## src/sv/integer_to_padded_ascii_core_defines.svh

```systemverilog
// Assertion macros shared by the integer to padded ASCII converter.
// Expanded inside modules that provide clk and rst_n; no other dependencies.
`ifndef INTEGER_TO_PADDED_ASCII_CORE_DEFINES_SVH
`define INTEGER_TO_PADDED_ASCII_CORE_DEFINES_SVH

// Antecedent implies consequent in the same cycle.
`define ITPA_ASSERT_IMP(lbl, ante, cons) \
    lbl: assert property (@(posedge clk) disable iff (!rst_n) (ante) |-> (cons)) \
        else $error("itpa assertion failed");

// Antecedent implies consequent in the following cycle.
`define ITPA_ASSERT_NXT(lbl, ante, cons) \
    lbl: assert property (@(posedge clk) disable iff (!rst_n) (ante) |=> (cons)) \
        else $error("itpa assertion failed");

`endif

```

## src/sv/itpa_pkg.sv

```systemverilog
// Package for the integer to padded ASCII converter: widths, codes, characters
// and the microcode table of the sequencer. No dependencies.
package itpa_pkg;

    localparam int VALUE_W             = 64;
    localparam int VALUE_BITS_DEF      = 64;
    localparam int MAX_FIELD_WIDTH_DEF = 63;
    localparam int CONV_W              = 3;
    localparam int FIELD_W             = 6;
    localparam int FIELD_MAX           = (1 << FIELD_W) - 1;
    localparam int CHAR_W              = 8;
    localparam int STORE_DEPTH         = 24;
    localparam int COUNT_W             = $clog2(STORE_DEPTH);
    localparam int APB_ADDR_W          = 3;
    localparam int APB_DATA_W          = 32;
    localparam int STEP_W              = 5;

    // Conversion codes.
    localparam logic [CONV_W-1:0] CONV_SDEC   = 3'd0;
    localparam logic [CONV_W-1:0] CONV_UDEC   = 3'd1;
    localparam logic [CONV_W-1:0] CONV_OCT    = 3'd2;
    localparam logic [CONV_W-1:0] CONV_HEX_LO = 3'd3;
    localparam logic [CONV_W-1:0] CONV_HEX_UP = 3'd4;

    // Register indexes (bit 2 of the byte address).
    localparam logic REG_ATTRIBUTE = 1'b0;

    // Characters.
    localparam logic [CHAR_W-1:0] CH_DIGIT0  = 8'h30;
    localparam logic [CHAR_W-1:0] CH_SPACE   = 8'h20;
    localparam logic [CHAR_W-1:0] CH_MINUS   = 8'h2d;
    localparam logic [CHAR_W-1:0] CH_LOWER_X = 8'h78;
    localparam logic [CHAR_W-1:0] CH_LOWER_A = 8'h61;
    localparam logic [CHAR_W-1:0] CH_UPPER_A = 8'h41;

    typedef enum logic [3:0] {
        OP_NONE,
        OP_LOAD,
        OP_DABBLE,
        OP_PUSH_DIGIT,
        OP_PUSH_CHAR,
        OP_CALC_FILL,
        OP_EMIT_FILL,
        OP_READ,
        OP_EMIT_DIGIT
    } op_t;

    typedef enum logic [3:0] {
        C_NEVER,
        C_ALWAYS,
        C_BAD_CONV,
        C_NOT_DEC,
        C_DABBLE_MORE,
        C_MORE_DIGITS,
        C_NOT_NEG,
        C_NO_X,
        C_NO_ZPFX,
        C_LEFT,
        C_NOT_LEFT,
        C_FILL_ZERO,
        C_FILL_MORE,
        C_COUNT_MORE
    } cond_t;

    typedef enum logic [1:0] {
        PFX_MINUS,
        PFX_X,
        PFX_ZERO
    } pfx_t;

    typedef struct packed {
        logic              wait_in;
        logic              emit;
        op_t               op;
        cond_t             cond;
        pfx_t              pfx;
        logic [STEP_W-1:0] target;
    } ucode_t;

    // Program addresses.
    localparam logic [STEP_W-1:0] U_IDLE        = 5'd0;
    localparam logic [STEP_W-1:0] U_CHECK       = 5'd1;
    localparam logic [STEP_W-1:0] U_BRANCH_DEC  = 5'd2;
    localparam logic [STEP_W-1:0] U_DABBLE      = 5'd3;
    localparam logic [STEP_W-1:0] U_PUSH_DIGIT  = 5'd4;
    localparam logic [STEP_W-1:0] U_TEST_NEG    = 5'd5;
    localparam logic [STEP_W-1:0] U_PUSH_MINUS  = 5'd6;
    localparam logic [STEP_W-1:0] U_TEST_X      = 5'd7;
    localparam logic [STEP_W-1:0] U_PUSH_X      = 5'd8;
    localparam logic [STEP_W-1:0] U_TEST_ZPFX   = 5'd9;
    localparam logic [STEP_W-1:0] U_PUSH_ZPFX   = 5'd10;
    localparam logic [STEP_W-1:0] U_CALC_FILL   = 5'd11;
    localparam logic [STEP_W-1:0] U_TEST_LEAD   = 5'd12;
    localparam logic [STEP_W-1:0] U_EMIT_LEAD   = 5'd13;
    localparam logic [STEP_W-1:0] U_READ        = 5'd14;
    localparam logic [STEP_W-1:0] U_EMIT_DIGIT  = 5'd15;
    localparam logic [STEP_W-1:0] U_TEST_LEFT   = 5'd16;
    localparam logic [STEP_W-1:0] U_TEST_TRAIL  = 5'd17;
    localparam logic [STEP_W-1:0] U_EMIT_TRAIL  = 5'd18;
    localparam logic [STEP_W-1:0] U_RETURN      = 5'd19;

    function automatic ucode_t uc(input logic wait_in, input logic emit, input op_t op,
                                  input cond_t cond, input pfx_t pfx,
                                  input logic [STEP_W-1:0] target);
        ucode_t u;
        u.wait_in = wait_in;
        u.emit    = emit;
        u.op      = op;
        u.cond    = cond;
        u.pfx     = pfx;
        u.target  = target;
        return u;
    endfunction

    // The control program: one word per step, jump taken when the condition holds.
    function automatic ucode_t itpa_ucode(input logic [STEP_W-1:0] pc);
        ucode_t u;
        case (pc)
            U_IDLE:       u = uc(1'b1, 1'b0, OP_LOAD,       C_NEVER,       PFX_ZERO, U_IDLE);
            U_CHECK:      u = uc(1'b0, 1'b0, OP_NONE,       C_BAD_CONV,    PFX_ZERO, U_IDLE);
            U_BRANCH_DEC: u = uc(1'b0, 1'b0, OP_NONE,       C_NOT_DEC,     PFX_ZERO, U_PUSH_DIGIT);
            U_DABBLE:     u = uc(1'b0, 1'b0, OP_DABBLE,     C_DABBLE_MORE, PFX_ZERO, U_DABBLE);
            U_PUSH_DIGIT: u = uc(1'b0, 1'b0, OP_PUSH_DIGIT, C_MORE_DIGITS, PFX_ZERO, U_PUSH_DIGIT);
            U_TEST_NEG:   u = uc(1'b0, 1'b0, OP_NONE,       C_NOT_NEG,     PFX_ZERO, U_TEST_X);
            U_PUSH_MINUS: u = uc(1'b0, 1'b0, OP_PUSH_CHAR,  C_NEVER,       PFX_MINUS, U_IDLE);
            U_TEST_X:     u = uc(1'b0, 1'b0, OP_NONE,       C_NO_X,        PFX_ZERO, U_TEST_ZPFX);
            U_PUSH_X:     u = uc(1'b0, 1'b0, OP_PUSH_CHAR,  C_NEVER,       PFX_X,    U_IDLE);
            U_TEST_ZPFX:  u = uc(1'b0, 1'b0, OP_NONE,       C_NO_ZPFX,     PFX_ZERO, U_CALC_FILL);
            U_PUSH_ZPFX:  u = uc(1'b0, 1'b0, OP_PUSH_CHAR,  C_NEVER,       PFX_ZERO, U_IDLE);
            U_CALC_FILL:  u = uc(1'b0, 1'b0, OP_CALC_FILL,  C_LEFT,        PFX_ZERO, U_READ);
            U_TEST_LEAD:  u = uc(1'b0, 1'b0, OP_NONE,       C_FILL_ZERO,   PFX_ZERO, U_READ);
            U_EMIT_LEAD:  u = uc(1'b0, 1'b1, OP_EMIT_FILL,  C_FILL_MORE,   PFX_ZERO, U_EMIT_LEAD);
            U_READ:       u = uc(1'b0, 1'b0, OP_READ,       C_NEVER,       PFX_ZERO, U_IDLE);
            U_EMIT_DIGIT: u = uc(1'b0, 1'b1, OP_EMIT_DIGIT, C_COUNT_MORE,  PFX_ZERO, U_READ);
            U_TEST_LEFT:  u = uc(1'b0, 1'b0, OP_NONE,       C_NOT_LEFT,    PFX_ZERO, U_IDLE);
            U_TEST_TRAIL: u = uc(1'b0, 1'b0, OP_NONE,       C_FILL_ZERO,   PFX_ZERO, U_IDLE);
            U_EMIT_TRAIL: u = uc(1'b0, 1'b1, OP_EMIT_FILL,  C_FILL_MORE,   PFX_ZERO, U_EMIT_TRAIL);
            U_RETURN:     u = uc(1'b0, 1'b0, OP_NONE,       C_ALWAYS,      PFX_ZERO, U_IDLE);
            default:      u = uc(1'b0, 1'b0, OP_NONE,       C_ALWAYS,      PFX_ZERO, U_IDLE);
        endcase
        return u;
    endfunction

    // ASCII character of one digit in bases up to sixteen.
    function automatic logic [CHAR_W-1:0] itpa_digit_char(input logic [3:0] d,
                                                          input logic upper);
        logic [CHAR_W-1:0] c;
        if (d < 4'd10) begin
            c = CH_DIGIT0 + {4'd0, d};
        end else if (upper) begin
            c = CH_UPPER_A + {4'd0, d - 4'd10};
        end else begin
            c = CH_LOWER_A + {4'd0, d - 4'd10};
        end
        return c;
    endfunction

endpackage

```

## src/sv/itpa_operand_if.sv

```systemverilog
// Operand channel of the integer to padded ASCII converter: valid, ready and
// one integer with its conversion spec. Depends on itpa_pkg.
interface itpa_operand_if;
    logic                               valid;
    logic                               ready;
    logic [itpa_pkg::VALUE_W-1:0]       value;
    logic [itpa_pkg::CONV_W-1:0]        conversion;
    logic [itpa_pkg::FIELD_W-1:0]       field_width;
    logic                               left_justify;
    logic                               zero_fill;
    logic                               alternate_form;

    modport source (
        output valid, value, conversion, field_width, left_justify, zero_fill,
               alternate_form,
        input  ready
    );
    modport sink (
        input  valid, value, conversion, field_width, left_justify, zero_fill,
               alternate_form,
        output ready
    );
endinterface

```

## src/sv/itpa_text_if.sv

```systemverilog
// Character channel of the integer to padded ASCII converter: valid, ready,
// one character and its end-of-field mark. Depends on itpa_pkg.
interface itpa_text_if;
    logic                          valid;
    logic                          ready;
    logic [itpa_pkg::CHAR_W-1:0]   character;
    logic                          last_char;

    modport source (
        output valid, character, last_char,
        input  ready
    );
    modport sink (
        input  valid, character, last_char,
        output ready
    );
endinterface

```

## src/sv/itpa_ram.sv

```systemverilog
// Generic single-write, single-read RAM with a registered read port.
// No package dependencies.
module itpa_ram #(
    parameter int WIDTH = 8,
    parameter int DEPTH = 24
) (
    input  logic                     clk,
    input  logic                     we,
    input  logic [$clog2(DEPTH)-1:0] waddr,
    input  logic [WIDTH-1:0]         wdata,
    input  logic                     re,
    input  logic [$clog2(DEPTH)-1:0] raddr,
    output logic [WIDTH-1:0]         rdata
);
    logic [WIDTH-1:0] mem [DEPTH];
    logic [WIDTH-1:0] rdata_reg;

    always_ff @(posedge clk)
    begin
        if (we)
        begin
            mem[waddr] <= wdata;
        end
        if (re)
        begin
            rdata_reg <= mem[raddr];
        end
    end

    assign rdata = rdata_reg;
endmodule

```

## src/sv/integer_to_padded_ascii_core.sv

```systemverilog
// Integer to padded ASCII converter, top level: microcoded sequencer and datapath.
// Depends on itpa_pkg, itpa_operand_if, itpa_text_if, itpa_ram and the defines header.
//
//   Channel   Dir   Handshake          Carries
//   operand   in    valid/ready        value, conversion, field_width, flags
//   text      out   valid/ready        character, last_char
//   apb       cfg   psel/penable       attribute_bits at byte address 0
//
// One operand is taken at a time; ready is high only at the idle step of the program.
// Decimal runs VALUE_BITS double-dabble steps; octal and hex skip them. Each stored
// character costs a push, a registered store read and an emit, each fill character an
// emit, plus the branch steps of the program.
// Reset clears the step counter, counts, output valid and the attribute register.
// A stalled text channel holds the sequencer at its emit step; nothing is lost.
`include "integer_to_padded_ascii_core_defines.svh"

module integer_to_padded_ascii_core #(
    parameter int VALUE_BITS      = itpa_pkg::VALUE_BITS_DEF,
    parameter int MAX_FIELD_WIDTH = itpa_pkg::MAX_FIELD_WIDTH_DEF
) (
    input  logic                            clk,
    input  logic                            rst_n,
    itpa_operand_if.sink                    operand,
    itpa_text_if.source                     text,
    input  logic                            psel,
    input  logic                            penable,
    input  logic                            pwrite,
    input  logic [itpa_pkg::APB_ADDR_W-1:0] paddr,
    input  logic [itpa_pkg::APB_DATA_W-1:0] pwdata,
    output logic [itpa_pkg::APB_DATA_W-1:0] prdata,
    output logic                            pready
);
    import itpa_pkg::*;

    localparam int BCD_DIGITS = (VALUE_BITS * 31) / 100 + 1;
    localparam int BCD_W      = BCD_DIGITS * 4;
    localparam int DAB_W      = $clog2(VALUE_BITS + 1);
    localparam int WIDTH_CAP  = (MAX_FIELD_WIDTH < FIELD_MAX) ? MAX_FIELD_WIDTH : FIELD_MAX;
    localparam logic [FIELD_W-1:0] WIDTH_CAP_L = FIELD_W'(WIDTH_CAP);
    localparam logic [DAB_W-1:0]   DAB_LOAD    = DAB_W'(VALUE_BITS);

    ucode_t                  cw;
    logic                    go;
    logic                    jump;
    logic                    out_free;

    logic [STEP_W-1:0]       pc_reg, pc_next;
    logic [COUNT_W-1:0]      count_reg, count_next;
    logic [FIELD_W-1:0]      fill_reg, fill_next;
    logic                    out_valid_reg, out_valid_next;
    logic [CHAR_W-1:0]       out_char_reg, out_char_next;
    logic                    out_last_reg, out_last_next;
    logic [CHAR_W-1:0]       attr_reg, attr_next;

    logic [CONV_W-1:0]       conv_reg, conv_next;
    logic [FIELD_W-1:0]      width_reg, width_next;
    logic                    left_reg, left_next;
    logic                    zero_reg, zero_next;
    logic                    alt_reg, alt_next;
    logic                    neg_reg, neg_next;
    logic [VALUE_BITS-1:0]   bin_reg, bin_next;
    logic [BCD_W-1:0]        bcd_reg, bcd_next;
    logic [DAB_W-1:0]        dab_reg, dab_next;

    logic                    is_dec, is_hex, is_oct, bad_conv;
    logic [VALUE_BITS-1:0]   op_val, bin_load;
    logic                    op_neg;
    logic [FIELD_W-1:0]      width_in;
    logic [BCD_W-1:0]        bcd_adj;
    logic [BCD_W-1:0]        bcd_sh;
    logic [VALUE_BITS-1:0]   bin_sh;
    logic                    more_digits;
    logic [3:0]              dig_val;
    logic [CHAR_W-1:0]       dig_char, pfx_char, pad_char;
    logic [FIELD_W-1:0]      fill_calc;

    logic                    ram_we, ram_re;
    logic [COUNT_W-1:0]      ram_raddr;
    logic [CHAR_W-1:0]       ram_wdata, ram_rdata;

    assign cw = itpa_ucode(pc_reg);

    // Configuration port.
    assign pready = 1'b1;
    assign prdata = (paddr[2] == REG_ATTRIBUTE)
                    ? {{(APB_DATA_W - CHAR_W){1'b0}}, attr_reg} : '0;

    always_comb
    begin
        attr_next = attr_reg;
        if (psel && penable && pwrite && paddr[2] == REG_ATTRIBUTE)
        begin
            attr_next = pwdata[CHAR_W-1:0];
        end
    end

    // Handshakes.
    assign operand.ready  = cw.wait_in;
    assign text.valid     = out_valid_reg;
    assign text.character = out_char_reg;
    assign text.last_char = out_last_reg;
    assign out_free       = !out_valid_reg || text.ready;
    assign go = !((cw.wait_in && !operand.valid) || (cw.emit && !out_free));

    // Operand decode at load.
    assign op_val   = operand.value[VALUE_BITS-1:0];
    assign op_neg   = (operand.conversion == CONV_SDEC) && op_val[VALUE_BITS-1];
    assign bin_load = op_neg ? (~op_val + {{(VALUE_BITS - 1){1'b0}}, 1'b1}) : op_val;
    assign width_in = (operand.field_width > WIDTH_CAP_L) ? WIDTH_CAP_L
                                                          : operand.field_width;

    assign is_dec   = (conv_reg == CONV_SDEC) || (conv_reg == CONV_UDEC);
    assign is_hex   = (conv_reg == CONV_HEX_LO) || (conv_reg == CONV_HEX_UP);
    assign is_oct   = (conv_reg == CONV_OCT);
    assign bad_conv = !(is_dec || is_hex || is_oct);

    // One double-dabble step: add three to every BCD digit of five or more.
    always_comb
    begin
        for (int i = 0; i < BCD_DIGITS; i++)
        begin
            bcd_adj[4*i +: 4] = (bcd_reg[4*i +: 4] >= 4'd5) ? bcd_reg[4*i +: 4] + 4'd3
                                                            : bcd_reg[4*i +: 4];
        end
    end

    assign bcd_sh      = bcd_reg >> 4;
    assign bin_sh      = is_hex ? (bin_reg >> 4) : (bin_reg >> 3);
    assign more_digits = is_dec ? (bcd_sh != '0) : (bin_sh != '0);
    assign dig_val     = is_dec ? bcd_reg[3:0] : (is_hex ? bin_reg[3:0] : {1'b0, bin_reg[2:0]});
    assign dig_char    = itpa_digit_char(dig_val, conv_reg == CONV_HEX_UP);
    assign pad_char    = (zero_reg && !left_reg) ? CH_DIGIT0 : CH_SPACE;
    assign fill_calc   = (width_reg > {1'b0, count_reg})
                         ? width_reg - {1'b0, count_reg} : '0;

    always_comb
    begin
        case (cw.pfx)
            PFX_MINUS: pfx_char = CH_MINUS;
            PFX_X:     pfx_char = CH_LOWER_X;
            PFX_ZERO:  pfx_char = CH_DIGIT0;
            default:   pfx_char = CH_DIGIT0;
        endcase
    end

    // Jump conditions.
    always_comb
    begin
        case (cw.cond)
            C_NEVER:       jump = 1'b0;
            C_ALWAYS:      jump = 1'b1;
            C_BAD_CONV:    jump = bad_conv;
            C_NOT_DEC:     jump = !is_dec;
            C_DABBLE_MORE: jump = (dab_reg != DAB_W'(1));
            C_MORE_DIGITS: jump = more_digits;
            C_NOT_NEG:     jump = !neg_reg;
            C_NO_X:        jump = !(alt_reg && is_hex);
            C_NO_ZPFX:     jump = !(alt_reg && !is_dec);
            C_LEFT:        jump = left_reg;
            C_NOT_LEFT:    jump = !left_reg;
            C_FILL_ZERO:   jump = (fill_reg == '0);
            C_FILL_MORE:   jump = (fill_reg != FIELD_W'(1));
            C_COUNT_MORE:  jump = (count_reg != COUNT_W'(1));
            default:       jump = 1'b0;
        endcase
    end

    // Datapath.
    always_comb
    begin
        pc_next        = pc_reg;
        count_next     = count_reg;
        fill_next      = fill_reg;
        out_valid_next = out_valid_reg && !text.ready;
        out_char_next  = out_char_reg;
        out_last_next  = out_last_reg;
        conv_next      = conv_reg;
        width_next     = width_reg;
        left_next      = left_reg;
        zero_next      = zero_reg;
        alt_next       = alt_reg;
        neg_next       = neg_reg;
        bin_next       = bin_reg;
        bcd_next       = bcd_reg;
        dab_next       = dab_reg;
        ram_we         = 1'b0;
        ram_wdata      = dig_char;
        ram_re         = 1'b0;
        ram_raddr      = count_reg - COUNT_W'(1);

        if (go)
        begin
            pc_next = jump ? cw.target : pc_reg + STEP_W'(1);
            case (cw.op)
                OP_NONE:
                begin
                end
                OP_LOAD:
                begin
                    conv_next  = operand.conversion;
                    width_next = width_in;
                    left_next  = operand.left_justify;
                    zero_next  = operand.zero_fill;
                    alt_next   = operand.alternate_form;
                    neg_next   = op_neg;
                    bin_next   = bin_load;
                    bcd_next   = '0;
                    dab_next   = DAB_LOAD;
                    count_next = '0;
                    fill_next  = '0;
                end
                OP_DABBLE:
                begin
                    bcd_next = {bcd_adj[BCD_W-2:0], bin_reg[VALUE_BITS-1]};
                    bin_next = {bin_reg[VALUE_BITS-2:0], 1'b0};
                    dab_next = dab_reg - DAB_W'(1);
                end
                OP_PUSH_DIGIT:
                begin
                    ram_we     = 1'b1;
                    ram_wdata  = dig_char;
                    count_next = count_reg + COUNT_W'(1);
                    if (is_dec)
                    begin
                        bcd_next = bcd_sh;
                    end
                    else
                    begin
                        bin_next = bin_sh;
                    end
                end
                OP_PUSH_CHAR:
                begin
                    ram_we     = 1'b1;
                    ram_wdata  = pfx_char;
                    count_next = count_reg + COUNT_W'(1);
                end
                OP_CALC_FILL:
                begin
                    fill_next = fill_calc;
                end
                OP_EMIT_FILL:
                begin
                    out_valid_next = 1'b1;
                    out_char_next  = pad_char | attr_reg;
                    out_last_next  = left_reg && (fill_reg == FIELD_W'(1));
                    fill_next      = fill_reg - FIELD_W'(1);
                end
                OP_READ:
                begin
                    ram_re = 1'b1;
                end
                OP_EMIT_DIGIT:
                begin
                    out_valid_next = 1'b1;
                    out_char_next  = ram_rdata | attr_reg;
                    out_last_next  = (count_reg == COUNT_W'(1))
                                     && (!left_reg || fill_reg == '0);
                    count_next     = count_reg - COUNT_W'(1);
                end
                default:
                begin
                end
            endcase
        end
    end

    always_ff @(posedge clk or negedge rst_n)
    begin
        if (!rst_n)
        begin
            pc_reg        <= U_IDLE;
            count_reg     <= '0;
            fill_reg      <= '0;
            out_valid_reg <= 1'b0;
            attr_reg      <= '0;
        end
        else
        begin
            pc_reg        <= pc_next;
            count_reg     <= count_next;
            fill_reg      <= fill_next;
            out_valid_reg <= out_valid_next;
            attr_reg      <= attr_next;
        end
    end

    always_ff @(posedge clk)
    begin
        out_char_reg <= out_char_next;
        out_last_reg <= out_last_next;
        conv_reg     <= conv_next;
        width_reg    <= width_next;
        left_reg     <= left_next;
        zero_reg     <= zero_next;
        alt_reg      <= alt_next;
        neg_reg      <= neg_next;
        bin_reg      <= bin_next;
        bcd_reg      <= bcd_next;
        dab_reg      <= dab_next;
    end

    itpa_ram #(
        .WIDTH (CHAR_W),
        .DEPTH (STORE_DEPTH)
    ) u_digit_store (
        .clk   (clk),
        .we    (ram_we),
        .waddr (count_reg),
        .wdata (ram_wdata),
        .re    (ram_re),
        .raddr (ram_raddr),
        .rdata (ram_rdata)
    );

    // The longest field (sign or prefix plus digits) must fit the store.
    `ITPA_ASSERT_IMP(a_count_in_store, 1'b1, count_reg < COUNT_W'(STORE_DEPTH))
    // Digits are only emitted from a non-empty store.
    `ITPA_ASSERT_IMP(a_digit_from_store, pc_reg == U_EMIT_DIGIT || pc_reg == U_READ, count_reg != '0)
    // Fill characters are only emitted while some are owed.
    `ITPA_ASSERT_IMP(a_fill_owed, pc_reg == U_EMIT_LEAD || pc_reg == U_EMIT_TRAIL, fill_reg != '0)
    // The step counter never leaves the program.
    `ITPA_ASSERT_IMP(a_pc_in_program, 1'b1, pc_reg <= U_RETURN)
    // An emitted final character returns the sequencer towards idle.
    `ITPA_ASSERT_NXT(a_last_ends_field, go && cw.emit && out_last_next, pc_reg == U_TEST_LEFT || pc_reg == U_RETURN)

endmodule

```

## src/flat_wrapper.sv

```systemverilog
// flat-port wrapper written by rule: the top's interface ports become plain ports
module integer_to_padded_ascii_core_flat import itpa_pkg::*;
#(
    parameter int VALUE_BITS      = itpa_pkg::VALUE_BITS_DEF,
    parameter int MAX_FIELD_WIDTH = itpa_pkg::MAX_FIELD_WIDTH_DEF
)
  (clk, rst_n, psel, penable, pwrite, paddr, pwdata, prdata, pready, operand_valid, operand_value, operand_conversion, operand_field_width, operand_left_justify, operand_zero_fill, operand_alternate_form, operand_ready, text_valid, text_character, text_last_char, text_ready);
  itpa_operand_if operand_i ();
  itpa_text_if text_i ();
  input  logic clk;
  input  logic rst_n;
  input  logic psel;
  input  logic penable;
  input  logic pwrite;
  input  logic [itpa_pkg::APB_ADDR_W-1:0] paddr;
  input  logic [itpa_pkg::APB_DATA_W-1:0] pwdata;
  output logic [itpa_pkg::APB_DATA_W-1:0] prdata;
  output logic pready;
  input wire logic [$bits(operand_i.valid)-1:0] operand_valid;
  input wire logic [$bits(operand_i.value)-1:0] operand_value;
  input wire logic [$bits(operand_i.conversion)-1:0] operand_conversion;
  input wire logic [$bits(operand_i.field_width)-1:0] operand_field_width;
  input wire logic [$bits(operand_i.left_justify)-1:0] operand_left_justify;
  input wire logic [$bits(operand_i.zero_fill)-1:0] operand_zero_fill;
  input wire logic [$bits(operand_i.alternate_form)-1:0] operand_alternate_form;
  output wire logic [$bits(operand_i.ready)-1:0] operand_ready;
  output wire logic [$bits(text_i.valid)-1:0] text_valid;
  output wire logic [$bits(text_i.character)-1:0] text_character;
  output wire logic [$bits(text_i.last_char)-1:0] text_last_char;
  input wire logic [$bits(text_i.ready)-1:0] text_ready;
  assign operand_i.valid = operand_valid;
  assign operand_i.value = operand_value;
  assign operand_i.conversion = operand_conversion;
  assign operand_i.field_width = operand_field_width;
  assign operand_i.left_justify = operand_left_justify;
  assign operand_i.zero_fill = operand_zero_fill;
  assign operand_i.alternate_form = operand_alternate_form;
  assign operand_ready = operand_i.ready;
  assign text_valid = text_i.valid;
  assign text_character = text_i.character;
  assign text_last_char = text_i.last_char;
  assign text_i.ready = text_ready;
  integer_to_padded_ascii_core #(.VALUE_BITS(VALUE_BITS), .MAX_FIELD_WIDTH(MAX_FIELD_WIDTH)) u_core (.clk(clk), .rst_n(rst_n), .operand(operand_i), .text(text_i), .psel(psel), .penable(penable), .pwrite(pwrite), .paddr(paddr), .pwdata(pwdata), .prdata(prdata), .pready(pready));
endmodule
```

## config.mk

```make
export PLATFORM = sky130hd
export DESIGN_NAME = integer_to_padded_ascii_core_flat
export DESIGN_NICKNAME = d
export VERILOG_FILES = /design/src/sv/itpa_pkg.sv /design/src/sv/itpa_operand_if.sv /design/src/sv/itpa_text_if.sv /design/src/sv/itpa_ram.sv /design/src/sv/integer_to_padded_ascii_core.sv /design/src/flat_wrapper.sv
export VERILOG_INCLUDE_DIRS = /design/src /design/src/sv
export SDC_FILE = /design/constraint.sdc
export NUM_CORES = 1
export LEC_CHECK = 0
export BUFFER_PORTS_ARGS = -buffer_cell sky130_fd_sc_hd__buf_2
export CAP_MARGIN = 15
export CORE_MARGIN = 8
export CORE_UTILIZATION = 55
export DETAILED_ROUTE_END_ITERATION = 16
export PLACE_DENSITY = 0.76
export SLEW_MARGIN = 20
export SYNTH_ARGS = -nofsm -noshare
export SYNTH_HDL_FRONTEND = slang
export SYNTH_SLANG_ARGS = --single-unit
```

## constraint.sdc

```tcl
create_clock -name clk -period 9.06 [get_ports clk]
set_clock_uncertainty 0.2 [all_clocks]
set_input_delay 1.359 -clock clk [delete_from_list [all_inputs] [get_ports clk]]
set_output_delay 1.359 -clock clk [all_outputs]
set_load 0.01 [all_outputs]
```

Word level (Yosys, flattened, before mapping)
Memory sizes are Yosys's and may differ from the RTL's. A register that Yosys moved wholly into a read port is not among the register bits.
Index checks and enable logic that the tools add are counted.
{"block": "totals", "output_inout_bits": 44, "wordCells": 211, "rom_bits": 544, "n_memories": 2, "mem_bits_rw": 192, "regBits": 198, "in_bits": 118}
{"block": "op_classes", "bitwise": 5, "add_sub_neg": 31, "n_reduce_logical": 49, "n_eq_ne": 33, "muxes": 52, "magnitude_cmp": 23}
{"memory": "(no name shown)", "depth": 32, "word_bits": 17, "read_ports": 1, "rd_clocked_by_memory_dff": 0, "wr": 0, "line": "itpa_pkg.sv:118", "rtl": "case (pc)"}
{"memory": "u_core.u_digit_store.mem", "depth": 24, "word_bits": 8, "read_ports": 1, "rd_clocked_by_memory_dff": 1, "wr": 1, "line": "itpa_ram.sv:15", "rtl": "logic [WIDTH-1:0] mem [DEPTH];"}
{"op": "$pmux W80 S3", "count": 1}
{"op": "$pmux W64 S3", "count": 1}
{"op": "$mux W64", "count": 2}
{"op": "$mux W4", "count": 21}
{"op": "$ge A4 B3 Y1 const B", "count": 20}
{"op": "$mux W80", "count": 1}
{"op": "$reduce_bool A80 Y1", "count": 1}
{"op": "$add A4 B2 Y4 const B", "count": 19}
{"op": "$add A64 B1 Y64 const B", "count": 1}
{"op": "$not A64 Y64", "count": 1}
{"op": "$reduce_bool A64 Y1", "count": 1}
{"op": "$mux W61", "count": 1}
{"op": "$mux W8", "count": 5}
{"op": "$eq A4 B3 Y1 const B", "count": 8}
{"op": "$eq A4 B4 Y1 const B", "count": 7}
{"op": "$pmux W7 S2", "count": 2}
{"op": "$pmux W6 S3", "count": 1}
{"op": "$add A7 B4 Y8 const A", "count": 2}
{"op": "$eq A4 B2 Y1 const B", "count": 4}
{"op": "$or A8 B8 Y8", "count": 2}
{"op": "$pmux W8 S2", "count": 1}
{"op": "$pmux W5 S3", "count": 1}
{"op": "$pmux W1 S13", "count": 1}
{"op": "$logic_and A1 B1 Y1", "count": 12}
{"op": "other kinds (39)", "count": 77}

Logic depth before layout (Yosys ltp)
{"block": "logic_depth", "ltp_word": 10, "mapped_depth": 12}

Cells and area by module
Synthesis repeated with hierarchy kept, for this count alone.
{"block": "unflattened", "cells_unflattened": 2110, "area_unflattened_um2": 23224.8}
{"module": "integer_to_padded_ascii_core", "n_inst": 1, "seq_area_each_um2": 5820.6, "area_each_um2": 15424.8, "cells_per_inst": 1727}
{"module": "itpa_ram", "n_inst": 1, "seq_area_each_um2": 6005.8, "area_each_um2": 7800.0, "cells_per_inst": 383}

Worst setup path before layout
No wires, ideal clock.
{"block": "synth_timing", "path_type": "register -> register", "startpoint": "register u_core.pc_reg[0]", "endpoint": "register u_core.bcd_reg[0], enable pin", "path_buffers": 1, "arrival_time_ps": 5913, "setup_time_ps": 545, "period_less_slack_ps": 6658, "stages_incl_launch_ff": 10, "slack_ps": 2402, "path_cell_list": "dfrtp_1 clkbuf_1 inv_1 ha_1 nor2b_1 a211oi_1 o311ai_0 nor2_1 nand2_1 a21oi_1"}
{"block": "synth_between", "elab_chain_cells": 5}
{"item": "start, declared", "line": "integer_to_padded_ascii_core.sv:47", "rtl": "logic [STEP_W-1:0] pc_reg, pc_next;"}
{"item": "start signal, assigned", "line": "integer_to_padded_ascii_core.sv:280", "rtl": "pc_reg <= pc_next;"}
{"item": "$mem_v2 Z32 W17 (*)"}
{"item": "parallel branches: the longest is 3 deep, another holds $eq A4 B2 Y1"}
{"item": "$reduce_and A3 Y1 (no line) (*)"}
{"item": "end signal, assigned", "line": "integer_to_padded_ascii_core.sv:299", "rtl": "bcd_reg <= bcd_next;"}
{"item": "end, declared", "line": "integer_to_padded_ascii_core.sv:62", "rtl": "logic [BCD_W-1:0] bcd_reg, bcd_next;"}
Every way passes the cells marked *.
A chain may end at the register's enable or synchronous reset.

Worst setup path in the final report
{"block": "layout_timing", "startpoint": "register u_core.pc_reg[2]", "endpoint": "memory u_core.u_digit_store.mem[10][3], enable pin"}
{"block": "layout_between", "elab_chain_cells": 7}
{"item": "$mem_v2 Z32 W17 (*)"}
{"item": "$eq A4 B3 Y1 / $eq A4 B2 Y1 (equally long branches)", "line": "integer_to_padded_ascii_core.sv:194", "rtl": "case (cw.op)"}
{"item": "$reduce_or A2 Y1 (no line)"}
{"item": "$mux W1", "line": "integer_to_padded_ascii_core.sv:194"}
{"item": "$mux W1 (*)", "line": "integer_to_padded_ascii_core.sv:191", "rtl": "if (go)"}
{"item": "$mux W1 (*)", "line": "itpa_ram.sv:20", "rtl": "if (we)"}
{"item": "$mux W1 (implied by the code) (*)", "line": "itpa_ram.sv:22", "rtl": "mem[waddr] <= wdata;"}
{"item": "end, declared", "line": "itpa_ram.sv:15"}
Every way passes the cells marked *; elsewhere a longest branch is shown, timed or not.

==> metrics <==
Req. time, crit path=between 9000 and 10000 ps; TNS Setup=0 ps; Initial Util=between 50% and 60%; critical path endpoint category=flip-flop; Setup-failing EPs final=0; DP Wirelength=35400 microns; number of buffers created by CTS=40; worst path cell trace=clkinv_1 > ha_1 > a21oi_1 > a211o_1 > o211ai_1 > nor3_1 > buf_4 > nor2_1 > nor2_1 > nand2_1 > nor2_1; Routed WL=~53000 microns; most common cell after layout, fill and taps aside=edfxtp_1; Clk Latency, worst-skew pair=approximately 570 ps; final hold vios=0; cell mode on critical path=nor2_1; Post-Syn Area per Cell=between 10 and 15 sq um; Final Critical Period=approximately 5400 ps; Worst Path Buf+Inv=2; fin nets=between 2000 and 2500; clk sinks=around 370; Die X=between 200 and 250 microns; async set-reset flop share out of synthesis=6.70%; Hold-fix buffers, CTS=0; fin crit share=between 50% and 60%; Crit path max-delay family=simple AND/OR/NAND/NOR gates; Syn. warnings=0; Post-synth EDFFs=348; first-pass GRT wire length=between 80000 and 90000 microns; delay of the slowest critical-path stage=around 900 ps; vias=15800; Clock Path Buffers=3; Slew headroom=24.9%; Final Power=a little over 0.01 W; proportion of layout cells with a drive suffix above 1=between 10% and 20%; Layout Area Growth over Synthesis=11.4%; Root Buffer Master=clkbuf_16; Final Util=about three fifths; critical path data arrival time=about 5300 ps; post-CTS resize count=0; vias in the first global route=around 16000; CTS tree=built; Leak Pwr=8.26 nW; drt first-iter violations=between 2000 and 2500; die area=approximately 45000 sq um; Synth Instances=1866; Yosys cell types=72; Final Max Slew Viols=0; Hold WS=approximately 280 ps; HP Class=flip-flop to flip-flop; Seq/Total Area, Yosys=52.2%; number of flip-flops in the largest register=168; Max rail drop VDD=approximately 0.32 mV; max-cap violations=0; Die Height=approximately 210 microns; most frequent cells in the layout=edfxtp_1 (348), nand2_1 (180), a21oi_1 (132); Ports=roughly 160; GRT overflow=0; DRC viols=0; Final GP Congestion=between 0.8 and 0.9; post-CTS setup buffer count=0; largest net degree at the start of global routing=86; Worst Path Max Fanout=23; critical path class=flip-flop to flip-flop; synthesized area=roughly 21000 sq um; Core ar.=about 38000 sq um; Worst-Margin Slew=around 1100 ps; Startpoint Class=flip-flop; clock-pin slew on the worst setup and hold paths=roughly 60 ps; status=complete, no violations; pwr/cell area=roughly 430 nW/um^2; H-tree levels=2; antenna violation net count after detailed routing=0; unrepaired setup endpoints after global routing=false; routed vias/inst=around 6.4; port buffer count=110; predominant post-synthesis flop cell=edfxtp_1; Overall Global Routing Usage=23.2%; first-pass iteration count of the detailed router=6; CP max stage cell=a211o_1; Rows=a little over 70; WL/cell=approximately 21 microns; flops & latches, synth=about 370; initial antenna violation count=1; Peak Freq=between 150 and 200 MHz
-- cell usage after synthesis, types with 12 or more instances --
cell,count,share of area (%)
inv_1,71,1.3
nand3_1,20,0.47
nor4_1,24,0.71
a311o_1,12,0.57
xor2_1,53,2.2
a21o_1,12,0.42
xnor2_1,48,2.0
mux4_2,50,5.3
dfrtp_1,25,3.0
o21ai_0,123,2.9
edfxtp_1,348,49
or4_1,15,0.53
buf_4,25,0.89
a31oi_1,17,0.50
nor2b_1,20,0.59
nor2_1,126,2.2
clkbuf_1,85,1.5
nor3b_1,32,1.1
a221oi_1,13,0.54
o31ai_1,14,0.50
mux2i_1,45,2.1
nor3_1,26,0.61
nand2b_1,24,0.71
o221ai_1,30,1.2
ha_1,85,5.0
o22ai_1,43,1.3
nand2_1,182,3.2
a21oi_1,135,3.2
a22oi_1,16,0.57
-- logic make-up after synthesis --
group / after synthesis / share of synthesized area (%)
AOI/OAI and AO/OA: 483 / 14.5
xor gates and xnor gates: 101 / 4.17
adders and majority gates: 86 / 5.11
buffers and inverters: 195 / 3.90
DFF: 373 / 52.2
muxes: 106 / 8.02
other: 2 / 0.0354
and+or+nand+nor: 520 / 12.1
-- routing by layer --
| metal | wire (microns) | share of wire [%] | global-route usage (%) |
|---|---|---|---|
| met2 | 25600 | 48 | 38.0 |
| met4 | 2070 | 3.9 | 9.57 |
| met5 | 0 | 0 | 0 |
| met3 | 3690 | 7.0 | 3.27 |
| met1 | 21700 | 41 | 30.8 |
-- final timing paths --
check / startpoint / to / slack, ps / cells past startpoint
worst max register to register: u_core.pc_reg[2] / u_core.u_digit_store.mem[10][3] / 3710 / 11
max in group asynchronous: rst_n / u_core.fill_reg[1] / 7620 / 1
min in group asynchronous: rst_n / u_core.count_reg[1] / 610 / 1
worst max-delay path: u_core.pc_reg[2] / u_core.u_digit_store.mem[10][3] / 3710 / 11
worst min register to register: u_core.attr_reg[7] / u_core.text.character[7] / 280 / 0
worst min-delay path: u_core.attr_reg[7] / u_core.text.character[7] / 280 / 0
-- report_power, final --
part,switching (W),total [W],internal [W]
clock,0.000709,0.00174,0.00103
sequential,0.000610,0.00365,0.00304
combinational,0.00301,0.00467,0.00165
-- per-stage QoR --
step / setup slack, ps / area, sq um / std cells
after detailed placement: 3890 / 22200 / 2419
after floorplan: 2400 / 21300 / 1889
after CTS: 3860 / 23600 / 2492
after global routing: 3270 / 23600 / 2493
after global placement: 4050 / 22200 / 2419
final: 3710 / 23600 / 2493
-- cell type report --
| cell class | count | area (sq um) |
|---|---|---|
| Clock buffer | 45 | 1030 |
| Sequential cell | 373 | 11100 |
| Inverter | 73 | 274 |
| Fill cell | 3013 | 14800 |
| Clock inverter | 28 | 367 |
| Antenna cell | 1 | 2.50 |
| Timing Repair Buffer | 134 | 731 |
| Multi-Input combinational cell | 1321 | 9490 |
| Tap cell | 518 | 648 |
(Power assumes the default switching activity.)
